**config.mk**
```make
export PLATFORM = sky130hd
export DESIGN_NAME = half_pel_motion_comp
export DESIGN_NICKNAME = d
export VERILOG_FILES = /design/src/rtl/hpmc_pkg.sv /design/src/rtl/hpmc_lane.sv /design/src/rtl/hpmc_merge.sv /design/src/rtl/half_pel_motion_comp.sv
export SDC_FILE = /design/constraint.sdc
export NUM_CORES = 2
export LEC_CHECK = 0
export ABC_CLOCK_PERIOD_IN_PS = 6700
export BUFFER_PORTS_ARGS = -buffer_cell sky130_fd_sc_hd__buf_4
export CORE_ASPECT_RATIO = 1.4
export CORE_UTILIZATION = 50
export CTS_CLUSTER_DIAMETER = 40
export DETAILED_ROUTE_END_ITERATION = 10
export PLACE_DENSITY_LB_ADDON = 0.05
export SLEW_MARGIN = 20
export SYNTH_ARGS = -nofsm -noshare
export SYNTH_HDL_FRONTEND = slang
export SYNTH_SLANG_ARGS = --single-unit
```
**constraint.sdc**
```tcl
create_clock -name clk -period 6.7 [get_ports clk]
set_clock_uncertainty 0.15 [all_clocks]
set_input_delay 1.675 -clock clk [delete_from_list [all_inputs] [get_ports clk]]
set_output_delay 1.675 -clock clk [all_outputs]
set_load 0.02 [all_outputs]
```
**src/rtl/hpmc_pkg.sv**
```systemverilog
// ----------------------------------------------------------------------------
// hpmc_pkg
// Shared types and constants for the half-pel motion compensation block.
// ----------------------------------------------------------------------------
`default_nettype none

package hpmc_pkg;

  localparam int LANES     = 16;  // pixels per wide row (8..16)
  localparam int MAX_ROWS  = 16;  // tallest block
  localparam int ROW_PIX   = 17;  // reference pixels per row
  localparam int PIX_W     = 8;
  localparam int OUT_PIX   = 16;  // pixels carried by pred_lo and pred_hi
  localparam int NARROW_PIX = 8;

  localparam int CFG_IDX_W  = 4;
  localparam int CFG_DATA_W = 8;
  localparam int HEIGHT_W   = 5;

  typedef enum logic [1:0] {
    MODE_FULL  = 2'd0,
    MODE_HORIZ = 2'd1,
    MODE_VERT  = 2'd2,
    MODE_DIAG  = 2'd3
  } mode_t;

  typedef enum logic [CFG_IDX_W-1:0] {
    REG_MODE   = 4'd0,
    REG_AVG    = 4'd1,
    REG_WIDE   = 4'd2,
    REG_HEIGHT = 4'd3
  } reg_idx_t;

  typedef logic [PIX_W-1:0] pix_t;

  // per-lane control, common to every lane
  typedef struct packed {
    mode_t mode;
    logic  avg;
  } lane_ctrl_t;

endpackage

`default_nettype wire

```
**src/rtl/hpmc_lane.sv**
```systemverilog
// ----------------------------------------------------------------------------
// hpmc_lane
// One pixel of half-pel interpolation with optional averaging against the
// existing prediction.
// ----------------------------------------------------------------------------
`default_nettype none

module hpmc_lane (
  input  wire hpmc_pkg::pix_t       a,     // current row, this column
  input  wire hpmc_pkg::pix_t       b,     // current row, right neighbor
  input  wire hpmc_pkg::pix_t       p,     // previous row, this column
  input  wire hpmc_pkg::pix_t       q,     // previous row, right neighbor
  input  wire hpmc_pkg::pix_t       old,
  input  wire hpmc_pkg::lane_ctrl_t ctrl,
  output hpmc_pkg::pix_t            res
);

  logic [9:0] sum_h;
  logic [9:0] sum_v;
  logic [9:0] sum_d;
  logic [7:0] interp;
  logic [8:0] sum_avg;

  always_comb begin
    sum_h = {2'b0, a} + {2'b0, b} + 10'd1;
    sum_v = {2'b0, p} + {2'b0, a} + 10'd1;
    sum_d = {2'b0, p} + {2'b0, q} + {2'b0, a} + {2'b0, b} + 10'd2;
    case (ctrl.mode)
      hpmc_pkg::MODE_FULL:  interp = a;
      hpmc_pkg::MODE_HORIZ: interp = sum_h[8:1];
      hpmc_pkg::MODE_VERT:  interp = sum_v[8:1];
      hpmc_pkg::MODE_DIAG:  interp = sum_d[9:2];
      default:              interp = a;
    endcase
    sum_avg = {1'b0, interp} + {1'b0, old} + 9'd1;
    res = ctrl.avg ? sum_avg[8:1] : interp;
  end

endmodule

`default_nettype wire

```
**src/rtl/hpmc_merge.sv**
```systemverilog
// ----------------------------------------------------------------------------
// hpmc_merge
// Packs the lane results into the two output words, blanking lanes that are
// not part of the current block width.
// ----------------------------------------------------------------------------
`default_nettype none

module hpmc_merge (
  input  wire [hpmc_pkg::OUT_PIX-1:0][hpmc_pkg::PIX_W-1:0] lane_res,
  input  wire                                                wide,
  output logic [63:0]                                        pred_lo,
  output logic [63:0]                                        pred_hi
);

  logic [hpmc_pkg::OUT_PIX-1:0][hpmc_pkg::PIX_W-1:0] masked;

  always_comb begin
    for (int i = 0; i < hpmc_pkg::OUT_PIX; i++) begin
      if (i < hpmc_pkg::NARROW_PIX || (wide && i < hpmc_pkg::LANES)) begin
        masked[i] = lane_res[i];
      end else begin
        masked[i] = '0;
      end
    end
    pred_lo = masked[7:0];
    pred_hi = masked[15:8];
  end

endmodule

`default_nettype wire

```
**src/rtl/half_pel_motion_comp.sv**
```systemverilog
// ----------------------------------------------------------------------------
// half_pel_motion_comp
// Half-pel motion compensation: at most one prediction row per 17-pixel reference
// row, full/horizontal/vertical/diagonal interpolation, optional averaging.
// ----------------------------------------------------------------------------
//  channel | handshake              | payload
//  --------+------------------------+---------------------------------------
//  in      | in_valid / in_stall    | ref_lo, ref_hi, ref_extra, old_pred_*
//  out     | out_valid / out_stall  | pred_lo, pred_hi, last_row
//  cfg     | cfg_valid / cfg_ready  | cfg_index, cfg_data
//
// one row per cycle while in_stall is low: 16 lanes compute the row while it is
// offered and the accepting edge loads the output register, so the result is offered from
// the next cycle on.
// in_stall is raised only while the output register holds a row that is stalled.
// in vertical and diagonal modes the first row of a block gives no transaction.
// synchronous reset loads register defaults, clears row store and row counter.
// ----------------------------------------------------------------------------
`default_nettype none

module half_pel_motion_comp (
  input  wire         clk,
  input  wire         rst,
  input  wire         in_valid,
  output logic        in_stall,
  input  wire  [63:0] ref_lo,
  input  wire  [63:0] ref_hi,
  input  wire  [7:0]  ref_extra,
  input  wire  [63:0] old_pred_lo,
  input  wire  [63:0] old_pred_hi,
  output logic        out_valid,
  input  wire         out_stall,
  output logic [63:0] pred_lo,
  output logic [63:0] pred_hi,
  output logic        last_row,
  input  wire         cfg_valid,
  output logic        cfg_ready,
  input  wire  [hpmc_pkg::CFG_IDX_W-1:0]  cfg_index,
  input  wire  [hpmc_pkg::CFG_DATA_W-1:0] cfg_data
);

  localparam int HW = hpmc_pkg::HEIGHT_W;

  hpmc_pkg::mode_t half_pel_mode;
  logic            avg_enable;
  logic            wide_block;
  logic [HW-1:0]   block_height;

  logic [hpmc_pkg::ROW_PIX-1:0][hpmc_pkg::PIX_W-1:0] prev_row;
  logic [HW-1:0]   row_count;
  logic [HW-1:0]   row_count_next;

  logic [hpmc_pkg::ROW_PIX-1:0][hpmc_pkg::PIX_W-1:0] cur;
  logic [hpmc_pkg::OUT_PIX-1:0][hpmc_pkg::PIX_W-1:0] old;
  logic [hpmc_pkg::OUT_PIX-1:0][hpmc_pkg::PIX_W-1:0] lane_res;
  hpmc_pkg::lane_ctrl_t ctrl;

  logic          accept;
  logic          vert;
  logic          load_only;
  logic          last;
  logic [HW-1:0] height;
  logic [HW:0]   rc_inc;
  logic [63:0]   merged_lo;
  logic [63:0]   merged_hi;

  assign cur  = {ref_extra, ref_hi, ref_lo};
  assign old  = {old_pred_hi, old_pred_lo};
  assign ctrl = '{mode: half_pel_mode, avg: avg_enable};

  assign in_stall  = out_valid && out_stall;
  assign accept    = in_valid && !in_stall;
  assign cfg_ready = 1'b1;

  for (genvar i = 0; i < hpmc_pkg::OUT_PIX; i++) begin : g_lane
    hpmc_lane u_lane (
      .a    (cur[i]),
      .b    (cur[i+1]),
      .p    (prev_row[i]),
      .q    (prev_row[i+1]),
      .old  (old[i]),
      .ctrl (ctrl),
      .res  (lane_res[i])
    );
  end

  hpmc_merge u_merge (
    .lane_res (lane_res),
    .wide     (wide_block),
    .pred_lo  (merged_lo),
    .pred_hi  (merged_hi)
  );

  // row bookkeeping
  always_comb begin
    if (block_height == '0) begin
      height = HW'(1);
    end else if (block_height > HW'(hpmc_pkg::MAX_ROWS)) begin
      height = HW'(hpmc_pkg::MAX_ROWS);
    end else begin
      height = block_height;
    end
    vert      = (half_pel_mode == hpmc_pkg::MODE_VERT) ||
                (half_pel_mode == hpmc_pkg::MODE_DIAG);
    load_only = vert && (row_count == '0);
    rc_inc    = {1'b0, row_count} + (HW+1)'(1);
    if (vert) begin
      last = {1'b0, row_count} >= {1'b0, height};
    end else begin
      last = rc_inc >= {1'b0, height};
    end
    if (load_only) begin
      row_count_next = HW'(1);
    end else if (last) begin
      row_count_next = '0;
    end else begin
      row_count_next = rc_inc[HW-1:0];
    end
  end

  always_ff @(posedge clk) begin
    if (rst) begin
      half_pel_mode <= hpmc_pkg::MODE_FULL;
      avg_enable    <= 1'b0;
      wide_block    <= 1'b1;
      block_height  <= HW'(hpmc_pkg::MAX_ROWS);
      prev_row      <= '0;
      row_count     <= '0;
      out_valid     <= 1'b0;
    end else begin
      if (cfg_valid && cfg_ready) begin
        unique case (cfg_index)
          hpmc_pkg::REG_MODE:   half_pel_mode <= hpmc_pkg::mode_t'(cfg_data[1:0]);
          hpmc_pkg::REG_AVG:    avg_enable    <= cfg_data[0];
          hpmc_pkg::REG_WIDE:   wide_block    <= cfg_data[0];
          hpmc_pkg::REG_HEIGHT: block_height  <= cfg_data[HW-1:0];
          default: ;
        endcase
      end
      if (out_valid && !out_stall) begin
        out_valid <= 1'b0;
      end
      if (accept) begin
        prev_row  <= cur;
        row_count <= row_count_next;
        if (!load_only) begin
          out_valid <= 1'b1;
        end
      end
    end
  end

  // output payload, loaded only with a produced row
  always_ff @(posedge clk) begin
    if (accept && !load_only) begin
      pred_lo  <= merged_lo;
      pred_hi  <= merged_hi;
      last_row <= last;
    end
  end

endmodule

`default_nettype wire

```
==> summary.txt <==
Synth
  – Synth unique cells: 81
  – Adder-cell share of the synthesized area: 28.5%
  – Post-synthesis async set-or-reset flop share: 0%
  – Main synth FF type: dfxtp_1
  – Yosys reg bits: 280
  – Average size of a mapped cell: between 8 and 9 um2
  – Simple logic cell fraction of the synthesized area: about 14%
  – Synth warn: 0
  – EDFF count, synth: between 100 and 150
  – Register area share after synthesis: between 10% and 20%
  – Post-synth net total: between 6000 and 7000
  – Synth Area in XOR/XNOR: between 8 and 9%
  – Largest family of logic cells by synthesized area: adder cells
  – Mapped Area: slightly above 40000 um2
  – Post-synthesis cell count: ~5000
  – Compound-Gate Fraction of Synth Area: between 20% and 30%
  – Mux contribution to synthesized area: about 2.8%

Finish
  – Layout Nets: approximately 6400
  – Layout cell share with drive strength beyond 1: ~12%
  – Final Core Density: between 50% and 60%
  – # fillers: about 7600
  – Register area: 6910 um2
  – Area grow syn2layout: 15.9%
  – Area occupied by multi-input gates: roughly 31000 um2

Routing
  – DR iter-0 viols: between 2000 and 2500
  – DRC: 0
  – Vias per inst: between 5 and 6
  – DR vias: about 37000
  – Wirelength per Cell: about 21 um
  – Drt pass-1 iters: 6
  – WL final: approximately 140000 um
  – Detail Route Antenna Nets: 0

Clocking
  – CTS tree: built
  – Clock buffer count from CTS: just over 60
  – Clock-pin transition on the worst setup and hold timing paths: about 0.050 ns
  – H-tree levels: 2
  – Clock latency on the worst-skew pair: about 0.65 ns
  – Cts hold-fix bufs: 0
  – Sink Count: 280
  – Postcts setup bufs: 0
  – Post-cts resize count: 0
  – Root Buffer Master: clkbuf_16
  – Clock Path Buffers: 3

Job
  – Maxcap violations: 0

Floorplan
  – Initial core utilization: 50.7%
  – Num ports: 413
  – Die area: around 80000 um2
  – Row count: roughly 120
  – Area of the core: slightly below 80000 um2
  – Die Ht: 338 um
  – DIE WIDTH: 242 um

Power and ir drop
  – Clock power share: 35.6%
  – P_leak: 0.0226 uW
  – Cell Int Power: 5750 uW
  – PD cells: between 150 and 200 nW/um2
  – Sequential power share: roughly 22%
  – Net switching power: roughly 3400 uW
  – Switching share of power: a little under two fifths
  – Combinational group share of total power: between 40% and 50%
  – Maximum VDD drop: between 0.0002 and 0.00025 V

Timing
  – Fin. max-slew vios: 0
  – Hold Vio Cnt, Final: 0
  – Min cycle time layout: a little under 6 ns
  – Slew Limit Headroom: about 32%
  – FMAX: between 150 and 200 MHz
  – Setup TNS: 0 ns
  – Setup-failing EPs final: 0
  – RSZ-0062 raised after global routing: false
  – Final WS setup: roughly 0.85 ns
  – Worst-Margin Slew: 1.01 ns
  – Post-route clock period utilization: between 80% and 90%

Min path
  – HP Class: reg2reg

GRT
  – Largest net degree at the start of global routing: around 120
  – First-pass GRT wire length: approximately 200000 um
  – Global Route Usage Sum: 32.7%
  – Number of global-route vias before repair: about 36000
  – Grt ovf: 0
  – Initial antenna violation count: 14

Placed design
  – DP Worst Slack: between 0.4 and 0.5 ns
  – DP HPWL: 108000 um
  – Gp weighted congestion: ~0.92
  – Port Buffer Count: slightly above 400

Critical path
  – Critical path type: reg2reg
  – Crit path required time: between 6 and 7 ns
  – CP max FO: 5
  – Startpoint types: flop
  – Worst setup EP type: flop
  – WP data arrival: 6.06 ns

Run status
  – Outcome: finished, final reports clean
[worst paths after layout]
check	to	slack [ns]	start	cells past startpoint
max	pred_hi[22]	0.85	prev_row[89]	21
min	prev_row[132]	0.31	prev_row[132]	2
max reg2reg	pred_hi[22]	0.85	prev_row[89]	21
min reg2reg	prev_row[132]	0.31	prev_row[132]	2
[critical path, cell delays in order, from the launching register on]
cell and delay [ns]:
dfxtp_1 0.48, inv_1 0.25, fa_1 0.50, inv_1 0.07
a21oi_1 0.06, o21ai_0 0.27, xnor2_1 0.13, fa_1 0.48
inv_1 0.04, ha_1 0.34, nand3_1 0.09, o2111ai_1 0.31
a21oi_1 0.19, xnor2_1 0.15, mux4_2 0.51, ha_1 0.36
and3_1 0.17, a211oi_1 0.37, o21bai_1 0.12, a21oi_1 0.20
mux2i_1 0.20, o31ai_1 0.09
[layout make-up]
| class | instances | share of cell area [%] |
|---|---|---|
| timing repair buffer | 451 | 7.34 |
| inverter | 582 | 4.70 |
| clock buffer | 75 | 3.63 |
| antenna | 13 | 0.0697 |
| clock inverter | 41 | 1.06 |
| multi-input combinational | 3976 | 65.6 |
| sequential | 280 | 14.8 |
| tap | 1054 | 2.83 |
[placed cells by master, fill, tap and decap left out, drive strengths merged, types with 34 or more instances in the layout]
cell / instances
edfxtp: 129
buf: 451
o21bai: 34
ha: 636
nand2: 529
a21oi: 500
o21ai: 311
xor2: 144
xnor2: 240
a211oi: 63
nand2b: 42
nor2b: 86
inv: 592
clkbuf: 75
dfxtp: 151
a21o: 159
nand3: 60
fa: 176
nor2: 338
o21a: 62
nor3: 84
[sequential cells by signal (all words and copies together) (netlist names)]
register	count
row_count	5
pred_hi	64
pred_lo	64
wide_block	1
out_valid	1
block_height	5
prev_row	136
avg_enable	1
half_pel_mode	2
last_row	1
[Yosys cell counts (9+ instances only)]
cell type	count	area, um2
nor3_1	84	420
o21ai_0	301	1510
a21boi_0	14	105
inv_1	581	2180
xnor2_1	240	2100
mux2_2	28	315
and2_1	10	62.6
a21oi_1	499	2500
nand3b_1	18	135
o21ai_1	10	50.1
and3_1	19	119
o2111ai_1	12	105
o21a_1	62	465
nor2b_1	86	538
o2bb2ai_1	14	123
o31ai_1	29	218
edfxtp_1	129	3870
dfxtp_1	151	3020
o22ai_1	19	119
a31oi_1	29	181
o21bai_1	34	255
clkbuf_1	95	357
mux2i_1	33	330
or3_1	28	175
a21o_1	159	1190
fa_1	176	3520
o211ai_1	29	218
a22oi_1	13	97.6
o32ai_1	13	114
nor2_1	337	1260
a211o_1	20	175
xor2_1	144	1260
nand2b_1	42	263
nand3_1	60	300
o41ai_1	9	78.8
a211oi_1	62	465
or2_2	10	62.6
buf_1	11	41.3
buf_2	34	170
nor4_1	11	68.8
mux4_2	20	450
ha_1	636	7960
or4_1	9	67.6
nand2_1	529	1990
[metrics by stage]
step           total power (uW)  instances  hold WS [ns]  cell area, um2
4_1_cts                    9210       6459         0.312           46600
3_5_place_dp               5890       6343         0.306           44400
6_report                   9170       6472         0.308           46700
3_3_place_gp               5840       6343         0.297           44400
2_1_floorplan              4840       4986         0.290           40300
5_1_grt                    9760       6470         0.337           46700
[routing by layer]
metal / wire [um] / global-route usage [%] / vias up
li1: - / - / 18300
met1: 54400 / 38.0 / 17600
met2: 68200 / 59.7 / 1076
met3: 7640 / 4.72 / 270
met4: 5640 / 13.9 / 6
met5: 46 / 0 / -
[cell families (layout without fill, tap and decap cells)]
kind of cell               count (synthesis)  after routing
muxes                                     82             82
other                                      1             14
AOI/OAI and AO/OA                       1434           1434
adders and majority gates                812            812
xor gates and xnor gates                 384            384
DFF                                      280            280
buffers and inverters                    730           1149
and+or+nand+nor                         1263           1263
[power groups by stage]
| stage | combinational (uW) | sequential, uW | clock [uW] |
|---|---|---|---|
| 3_3_place_gp | 3790 | 2060 | 0 |
| 3_5_place_dp | 3830 | 2060 | 0 |
| 4_1_cts | 3860 | 2030 | 3320 |
| 2_1_floorplan | 2740 | 2100 | 0 |
| 6_report | 3880 | 2030 | 3270 |
| 5_1_grt | 4340 | 2040 | 3390 |
Note: power is estimated with default switching activity, not from simulation.
